File: src/design/rec709_inverse_gamma_rgb_unpack_unit_defines.svh
// ----------------------------------------------------------------------------
// Assertion macros for the inverse gamma unpack unit
// Clocked property checks used by the RTL files, with and without reset qualification.
// ----------------------------------------------------------------------------
`ifndef REC709_INVERSE_GAMMA_RGB_UNPACK_UNIT_DEFINES_SVH
`define REC709_INVERSE_GAMMA_RGB_UNPACK_UNIT_DEFINES_SVH

// Check a property on every rising clock edge outside reset
`define RI709_ASSERT(lbl, prop, msg) \
  lbl: assert property (@(posedge clk) disable iff (!rst_n) (prop)) else $error(msg);

// Check a property on every rising clock edge, also during reset
`define RI709_ASSERT_ALWAYS(lbl, prop, msg) \
  lbl: assert property (@(posedge clk) (prop)) else $error(msg);

`endif

File: src/design/ri709_pkg.sv
// ----------------------------------------------------------------------------
// ri709_pkg
// Shared types and constants of the inverse gamma unpack unit.
// ----------------------------------------------------------------------------
`default_nettype none

package ri709_pkg;

  localparam int FRAC_W    = 32;            // internal fraction width
  localparam int COUNT_W   = 24;            // pixel counter width
  localparam int CFG_IDX_W = 8;             // config index width
  localparam int CFG_DAT_W = 24;            // config data width
  localparam int DIV_STEPS = 64;            // quotient bits per division
  localparam int ROOT_BITS = 32;            // bits of the ninth root

  localparam logic [CFG_IDX_W-1:0] REG_MAX_COLOR = 8'd0;
  localparam logic [CFG_IDX_W-1:0] REG_COMP_EN   = 8'd1;
  localparam logic [CFG_IDX_W-1:0] REG_OUT_FMT   = 8'd2;
  localparam logic [CFG_IDX_W-1:0] REG_PIX_LIMIT = 8'd3;

  typedef enum logic [1:0] {
    BR_DISABLED,
    BR_LINEAR,
    BR_FULL,
    BR_POWER
  } branch_t;

  typedef enum logic [4:0] {
    ST_IDLE, ST_LOAD, ST_DIV, ST_LDONE, ST_RINIT,
    ST_RSQ, ST_RQ, ST_RO, ST_RN, ST_RCMP,
    ST_P2, ST_P4, ST_P8, ST_P16, ST_P20, ST_SCALE, ST_EMIT
  } state_t;

  typedef enum logic [4:0] {
    CMD_NONE, CMD_LOAD, CMD_DIV_STEP, CMD_LIN_DONE, CMD_ROOT_INIT,
    CMD_R_SQ, CMD_R_Q, CMD_R_O, CMD_R_N, CMD_R_CMP,
    CMD_P_SQ, CMD_P_4, CMD_P_8, CMD_P_16, CMD_P_20, CMD_SCALE, CMD_OUT_LOAD
  } cmd_t;

  typedef struct packed {
    logic    produce;   // an accepted word completes a sample
    branch_t branch;    // evaluation path of the latched sample
    logic    out_free;  // output register can take a word
  } dp_status_t;

endpackage

`default_nettype wire

File: src/design/ri709_ctrl.sv
// ----------------------------------------------------------------------------
// ri709_ctrl
// Sequencer: steps the datapath through divide, root search and scaling.
// ----------------------------------------------------------------------------
`default_nettype none

`include "rec709_inverse_gamma_rgb_unpack_unit_defines.svh"

module ri709_ctrl (
  input  wire logic                clk,
  input  wire logic                rst_n,
  input  wire logic                in_valid,
  output logic                     in_ready,
  input  wire ri709_pkg::dp_status_t st,
  output ri709_pkg::cmd_t          cmd
);

  ri709_pkg::state_t state_r, state_nxt;
  logic [5:0]        cnt_r, cnt_nxt;

  // Hold state and step counter
  always_ff @(posedge clk) begin
    if (!rst_n) begin
      state_r <= ri709_pkg::ST_IDLE;
      cnt_r   <= '0;
    end else begin
      state_r <= state_nxt;
      cnt_r   <= cnt_nxt;
    end
  end

  // Next state and commands
  always_comb begin
    state_nxt = state_r;
    cnt_nxt   = cnt_r;
    cmd       = ri709_pkg::CMD_NONE;
    in_ready  = 1'b0;
    case (state_r)
      ri709_pkg::ST_IDLE: begin
        in_ready = 1'b1;
        if (in_valid && st.produce) state_nxt = ri709_pkg::ST_LOAD;
      end
      ri709_pkg::ST_LOAD: begin
        cmd     = ri709_pkg::CMD_LOAD;
        cnt_nxt = '0;
        if (st.branch == ri709_pkg::BR_DISABLED || st.branch == ri709_pkg::BR_FULL)
          state_nxt = ri709_pkg::ST_EMIT;
        else
          state_nxt = ri709_pkg::ST_DIV;
      end
      ri709_pkg::ST_DIV: begin
        cmd     = ri709_pkg::CMD_DIV_STEP;
        cnt_nxt = cnt_r + 6'd1;
        if (cnt_r == 6'(ri709_pkg::DIV_STEPS - 1)) begin
          cnt_nxt   = '0;
          state_nxt = (st.branch == ri709_pkg::BR_LINEAR) ? ri709_pkg::ST_LDONE
                                                          : ri709_pkg::ST_RINIT;
        end
      end
      ri709_pkg::ST_LDONE: begin
        cmd       = ri709_pkg::CMD_LIN_DONE;
        state_nxt = ri709_pkg::ST_EMIT;
      end
      ri709_pkg::ST_RINIT: begin
        cmd       = ri709_pkg::CMD_ROOT_INIT;
        state_nxt = ri709_pkg::ST_RSQ;
      end
      ri709_pkg::ST_RSQ: begin
        cmd = ri709_pkg::CMD_R_SQ; state_nxt = ri709_pkg::ST_RQ;
      end
      ri709_pkg::ST_RQ: begin
        cmd = ri709_pkg::CMD_R_Q; state_nxt = ri709_pkg::ST_RO;
      end
      ri709_pkg::ST_RO: begin
        cmd = ri709_pkg::CMD_R_O; state_nxt = ri709_pkg::ST_RN;
      end
      ri709_pkg::ST_RN: begin
        cmd = ri709_pkg::CMD_R_N; state_nxt = ri709_pkg::ST_RCMP;
      end
      ri709_pkg::ST_RCMP: begin
        cmd     = ri709_pkg::CMD_R_CMP;
        cnt_nxt = cnt_r + 6'd1;
        if (cnt_r == 6'(ri709_pkg::ROOT_BITS - 1)) begin
          cnt_nxt   = '0;
          state_nxt = ri709_pkg::ST_P2;
        end else begin
          state_nxt = ri709_pkg::ST_RSQ;
        end
      end
      ri709_pkg::ST_P2: begin
        cmd = ri709_pkg::CMD_P_SQ; state_nxt = ri709_pkg::ST_P4;
      end
      ri709_pkg::ST_P4: begin
        cmd = ri709_pkg::CMD_P_4; state_nxt = ri709_pkg::ST_P8;
      end
      ri709_pkg::ST_P8: begin
        cmd = ri709_pkg::CMD_P_8; state_nxt = ri709_pkg::ST_P16;
      end
      ri709_pkg::ST_P16: begin
        cmd = ri709_pkg::CMD_P_16; state_nxt = ri709_pkg::ST_P20;
      end
      ri709_pkg::ST_P20: begin
        cmd = ri709_pkg::CMD_P_20; state_nxt = ri709_pkg::ST_SCALE;
      end
      ri709_pkg::ST_SCALE: begin
        cmd = ri709_pkg::CMD_SCALE; state_nxt = ri709_pkg::ST_EMIT;
      end
      ri709_pkg::ST_EMIT: begin
        if (st.out_free) begin
          cmd       = ri709_pkg::CMD_OUT_LOAD;
          state_nxt = ri709_pkg::ST_IDLE;
        end
      end
      default: state_nxt = ri709_pkg::ST_IDLE;
    endcase
  end

  `RI709_ASSERT(a_emit_needs_slot,
    (cmd == ri709_pkg::CMD_OUT_LOAD) |-> st.out_free,
    "output register loaded while occupied")
  `RI709_ASSERT(a_sample_starts_load,
    (state_r == ri709_pkg::ST_IDLE && in_valid && st.produce) |=>
      (state_r == ri709_pkg::ST_LOAD),
    "completed sample did not start evaluation")
  `RI709_ASSERT(a_div_count_bound,
    (state_r == ri709_pkg::ST_RCMP) |-> (cnt_r < 6'(ri709_pkg::ROOT_BITS)),
    "root bit counter out of range")

endmodule

`default_nettype wire

File: config.mk
export PLATFORM = sky130hd
export DESIGN_NAME = ri709_ctrl
export DESIGN_NICKNAME = d
export VERILOG_FILES = /design/src/design/ri709_pkg.sv /design/src/design/ri709_ctrl.sv
export VERILOG_INCLUDE_DIRS = /design/src /design/src/design
export SDC_FILE = /design/constraint.sdc
export NUM_CORES = 1
export LEC_CHECK = 0
export BUFFER_PORTS_ARGS = -buffer_cell sky130_fd_sc_hd__buf_2
export CORE_MARGIN = 3
export CORE_UTILIZATION = 48
export DETAILED_ROUTE_END_ITERATION = 16
export PLACE_DENSITY = 0.77
export SLEW_MARGIN = 20
export SYNTH_ARGS = -nofsm -noshare
export SYNTH_HDL_FRONTEND = slang
export SYNTH_SLANG_ARGS = --single-unit
File: constraint.sdc
create_clock -name clk -period 1.3 [get_ports clk]
set_input_delay 0.065 -clock clk [delete_from_list [all_inputs] [get_ports clk]]
set_output_delay 0.065 -clock clk [all_outputs]
set_load 0.01 [all_outputs]
# ---- After elaboration in Yosys (flattened, before gate mapping)
# Index checks and enable logic that the tools add are counted.
dict set report word_totals {
  output_inout_bits 6
  word_cells 46
  register_bits 11
  inputBits 7
}
dict set report classes {
  n_eq_ne 23
  n_reduce_logical 7
  mux 13
  n_addsub 1
}
# cell n
set ops {}
lappend ops {{$pmux 5 s16} 2}
lappend ops {{$eq 5x4->1 const B} 8}
lappend ops {{$mux 5} 5}
lappend ops {{$eq 5x3->1 const B} 4}
lappend ops {{$pmux 6 s3} 1}
lappend ops {{$mux 6} 2}
lappend ops {{$eq 5x2->1 const B} 2}
lappend ops {{$add 6x1->6 const B} 1}
lappend ops {{$eq 6x5->1 const B} 1}
lappend ops {{$eq 6x6->1 const B} 1}
lappend ops {{$ne 2x2->1 const B} 3}
lappend ops {{$eq 5x1->1 const B} 1}
lappend ops {{$eq 5x5->1 const B} 1}
lappend ops {{$logic_not 5->1} 1}
lappend ops {{$mux 4} 1}
lappend ops {{$mux 3} 1}
lappend ops {{$reduce_and 3->1} 1}
lappend ops {{$reduce_bool 3->1} 1}
lappend ops {{$eq 2x1->1 const B} 1}
lappend ops {{$eq 2x2->1 const B} 1}
lappend ops {{$logic_not 2->1} 1}
lappend ops {{$reduce_or 2->1} 1}
lappend ops {{$logic_and 1x1->1} 1}
lappend ops {{$logic_or 1x1->1} 1}
lappend ops {{$mux 1} 1}

# ---- Logic depth before layout (Yosys ltp)
dict set report logic_depth {
  depth_word 4
  mapped_depth 6
  mapped_depth_nobuf 6
}

# ---- Worst setup path before layout
# No wires, ideal clock.
dict set report synth_timing {
  kind {reg-to-reg}
  startpoint {register state_r[3]}
  endpoint {register state_r[1]}
  synth_period_minus_slack_ns 1.362
  t_arrival_ns 1.230
  n_path_buf 1
  setup_time_ns 0.132
  setup_slack_ns -0.062
  t_required_ns 1.168
  path_stages_with_launch 7
  cell_sequence {dfxtp_1 > buf_2 > or2_1 > nor3_2 > a21oi_1 > a22oi_1 > o22ai_1}
}
dict set report synth_via {
  elab_chain_cells 3
  elab_cells_between_ends 23
  cone_classes {eq/ne: 19; mux: 1; reduce/logical: 3}
}
# item line_no
set synth_lines {}
lappend synth_lines {{from (decl)} ri709_ctrl.sv:18} ;# ri709_pkg::state_t state_r, state_nxt;
lappend synth_lines {{from (signal assigned)} ri709_ctrl.sv:24} ;# state_r <= ri709_pkg::ST_IDLE;
lappend synth_lines {{from (signal assigned)} ri709_ctrl.sv:27} ;# state_r <= state_nxt;
lappend synth_lines {{$eq 5x4->1, or another cell as far along} ri709_ctrl.sv:38} ;# case (state_r)
lappend synth_lines {{$reduce_or 2->1 (no line) / $ne 2x2->1 (equally long branches)} n/a}
lappend synth_lines {{$pmux 5 s16 / $reduce_and 3->1 (equally long branches)} n/a}
# Several ways; a longest one is shown, not always the timed one.
# A chain may end at the register's enable or synchronous reset.

# ---- Worst setup path in the final report
dict set report layout_timing {
  startpoint {register state_r[3]}
  endpoint {output port cmd[4]}
}
dict set report layout_via {
  elab_chain_cells 2
  elab_cells_between_ends 17
  cone_classes {eq/ne: 16; mux: 1}
}
# item line_no
set layout_lines {}
lappend layout_lines {{$eq 5x5->1, or another cell as far along} ri709_ctrl.sv:38}
lappend layout_lines {{$pmux 5 s16 (*)} ri709_ctrl.sv:38}
lappend layout_lines {{to (decl)} ri709_ctrl.sv:15} ;# output ri709_pkg::cmd_t cmd
# Every way passes the cells marked *; elsewhere a longest branch is shown, timed or not.

==> impl_metrics.tcl <==
set metrics [dict create \
    cp-start-kind "flop" \
    critPathRequiredTime_ns 1.24 \
    cp_max_fo 4 \
    powerDensity_nw_per_um2 756.6 \
    track_usage 0.2787 \
    grt_pass1_wl_microns 4229 \
    synthTopCellsByArea "dfxtp_1 29%, nor2b_1 8.1%, nand2_1 6.3%" \
    pin_count 13 \
    die_h_microns 46.07 \
    grt_max_degree 12 \
    maxSlewHeadroom 0.7500 \
    numClockSinks 11 \
    cp_slowest_cell "dfxtp_4" \
    synth_edf_count 0 \
    detail_route.first_pass.iterations 4 \
    fin_crit_sh 1.155 \
    worst_pin_slew_ns 0.3750 \
    async_flop_share 0 \
    syn_nets 109 \
    critPathKind "flop to output pin" \
    yosysTopAreaCell "dfxtp_1" \
    clk_latency_ns 0.27 \
    post-route-util 0.8542 \
    fill_cells 73 \
    nets 147 \
    crit_chain "or2_4, nor3_4, buf_4, and3_1, buf_2" \
    cts_tree "yes" \
    ant_nets 0 \
    antenna_found_initial 0 \
    area_growth_pct 55.03 \
    clk_pin_slew_ns 0.07 \
    diodes 0 \
    cts.path.max_buffers 2 \
    clock_skew_ns 0.0006188 \
    numCtsBuffers 3 \
    status "finished, violations left" \
    synth_area_sq_um 770.7 \
    port_buffers 12 \
    critPathCaptureType "output pin" \
    fin_ws_ns -0.2011 \
    ys_seq_area_frac 0.2857 \
    dieWidth_microns 46.07 \
    synth_cells 101 \
    synth_ff_type "dfxtp_1" \
    syn_avg_cell_area_sq_um 7.631 \
    worstPathArrival_ns 1.44 \
    grt_pass1_vias 913 \
    peakVddDrop_mv 0.7176 \
    max_freq_mhz 666.2 \
    grt.overflow.total 0 \
    drtIter0Drc 53 \
    start_util 0.5510 \
    rsz0062_at_grt "true" \
    wirelength_microns 2819 \
    drc 0 \
    dieArea_sq_um 2122 \
    ys_ff_latch 11 \
    dp.cells 140 \
    violations "setup timing" \
    synth_cell_types 36 \
    worstHoldPathType "input pin to flop" \
    slew_viol_final 0 \
    viasPerCell 6.418 \
    htreeDepth 1 \
    fin_hold_ws_ns 0.1278 \
    core_area_sq_um 1399 \
    yosysWarnings 0 \
    period_needed_ns 1.501 \
    rows 13 \
    yosys.area.top_type_share 0.2857 \
    hold_viol_final 0 \
    num_vias 982 \
    layout-drive-gt1-share 0.5362 \
    clock-root-buffer "clkbuf_4" \
    layoutNonFillerInstCount 153 \
    cp_slowest_stage_delay_ns 0.36 \
    routedWlPerCell_microns 18.42 \
    setup_violations 11 \
    gp_congestion 0.8862 \
    drv_cap 0 \
    hpwl_microns 1604 \
    p_leak_uw 0.0004645 \
]
[final cells by class]
class / instances / area, sq um / share of cell area
timing repair buffer: 38 / 277.8 / 0.2325
clock buffer: 4 / 26.28 / 0.02199
inverter: 3 / 11.26 / 0.009424
tap: 15 / 18.77 / 0.01571
sequential: 11 / 232.7 / 0.1948
multi-input combinational: 82 / 628.1 / 0.5257
[through the flow]
| stage | worst slack [ns] | area (sq um) | setup TNS (ns) | total power, uW |
|---|---|---|---|---|
| 6_report | -0.2011 | 1195 | -1.729 | 904.1 |
| 5_1_grt | -0.2927 | 1195 | -2.525 | 938.0 |
| 4_1_cts | -0.1666 | 1121 | -0.8772 | 854.6 |
| 3_5_place_dp | -0.09273 | 988.4 | -0.5921 | 576.2 |
| 3_3_place_gp | -0.04459 | 988.4 | -0.2305 | 570.6 |
| 2_1_floorplan | -0.02985 | 818.3 | -0.06327 | 500.5 |
[synthesized netlist by cell type, types with 2 or more instances]
| cell type | number |
|---|---|
| nor4_1 | 2 |
| o21ai_1 | 2 |
| nand3_1 | 4 |
| inv_1 | 3 |
| buf_2 | 3 |
| o22ai_1 | 2 |
| o21ai_0 | 7 |
| nor2_1 | 7 |
| a21oi_1 | 6 |
| a21boi_1 | 3 |
| nand2_1 | 13 |
| and2_1 | 2 |
| nor2b_1 | 10 |
| dfxtp_1 | 11 |
| nor3_1 | 2 |
| a22oi_1 | 4 |
[report_power, final]
group / internal [uW] / switching, uW
logic: 151 / 153
clock network: 119 / 121
registers: 346 / 13.9
[final timing paths]
path / startpoint / endpoint / slack [ns] / cells after the start
hold reg to reg: cnt_r[5] / cnt_r[5] / 0.52 / 2
hold / removal: rst_n / cnt_r[0] / 0.13 / 2
setup reg to reg: state_r[0] / state_r[2] / -0.19 / 7
setup / recovery: state_r[3] / cmd[4] / -0.20 / 5
[worst max-delay path: cells and delay by family, from the launching register on]
| family | cells | cell delay (ns) |
|---|---|---|
| flops | 1 | 0.36 |
| buf+inv | 2 | 0.26 |
| simple gates | 3 | 0.53 |
[kinds of logic (layout without fill, tap and decap cells)]
group	count (synthesis)	after routing	share of synthesized area
simple gates	49	49	0.3588
flops	11	11	0.2857
mux	1	1	0.01299
fa+ha+maj	1	1	0.01623
compound gates	31	31	0.2776
buf+inv	8	45	0.04869
[layer usage]
| metal | GRT usage | vias to the layer above | wire length [microns] |
|---|---|---|---|
| met5 | 0 | - | 0 |
| met4 | 0.07955 | 0 | 61 |
| met3 | 0.08594 | 12 | 206 |
| met2 | 0.4341 | 56 | 1342 |
| met1 | 0.3671 | 469 | 1208 |
| li1 | - | 445 | - |
[cell usage in the layout, fill, tap and decap left out, types with 2 or more instances in the layout]
cell type  count
a21boi_1       2
a21oi_1        3
a21oi_2        2
a22oi_2        3
buf_2         12
buf_4         21
buf_6          4
clkbuf_4       3
dfxtp_1        5
dfxtp_2        4
dfxtp_4        2
inv_1          3
nand2_1       11
nand3_1        3
nor2_1         7
nor2b_1        8
nor2b_2        2
nor4_1         2
o21ai_1        7
[state kept, by name (all words and copies together) (netlist names)]
register	flops
state_r	5
cnt_r	6
[timing repair]
item                                   CTS  global route
pin swaps                               14             5
gates resized for setup                 20            16
setup endpoints to repair               11            14
hold buffers                             0             0
endpoints found under the hold margin    0             0
buffers inserted                         5             4
(Power assumes the default switching activity.)
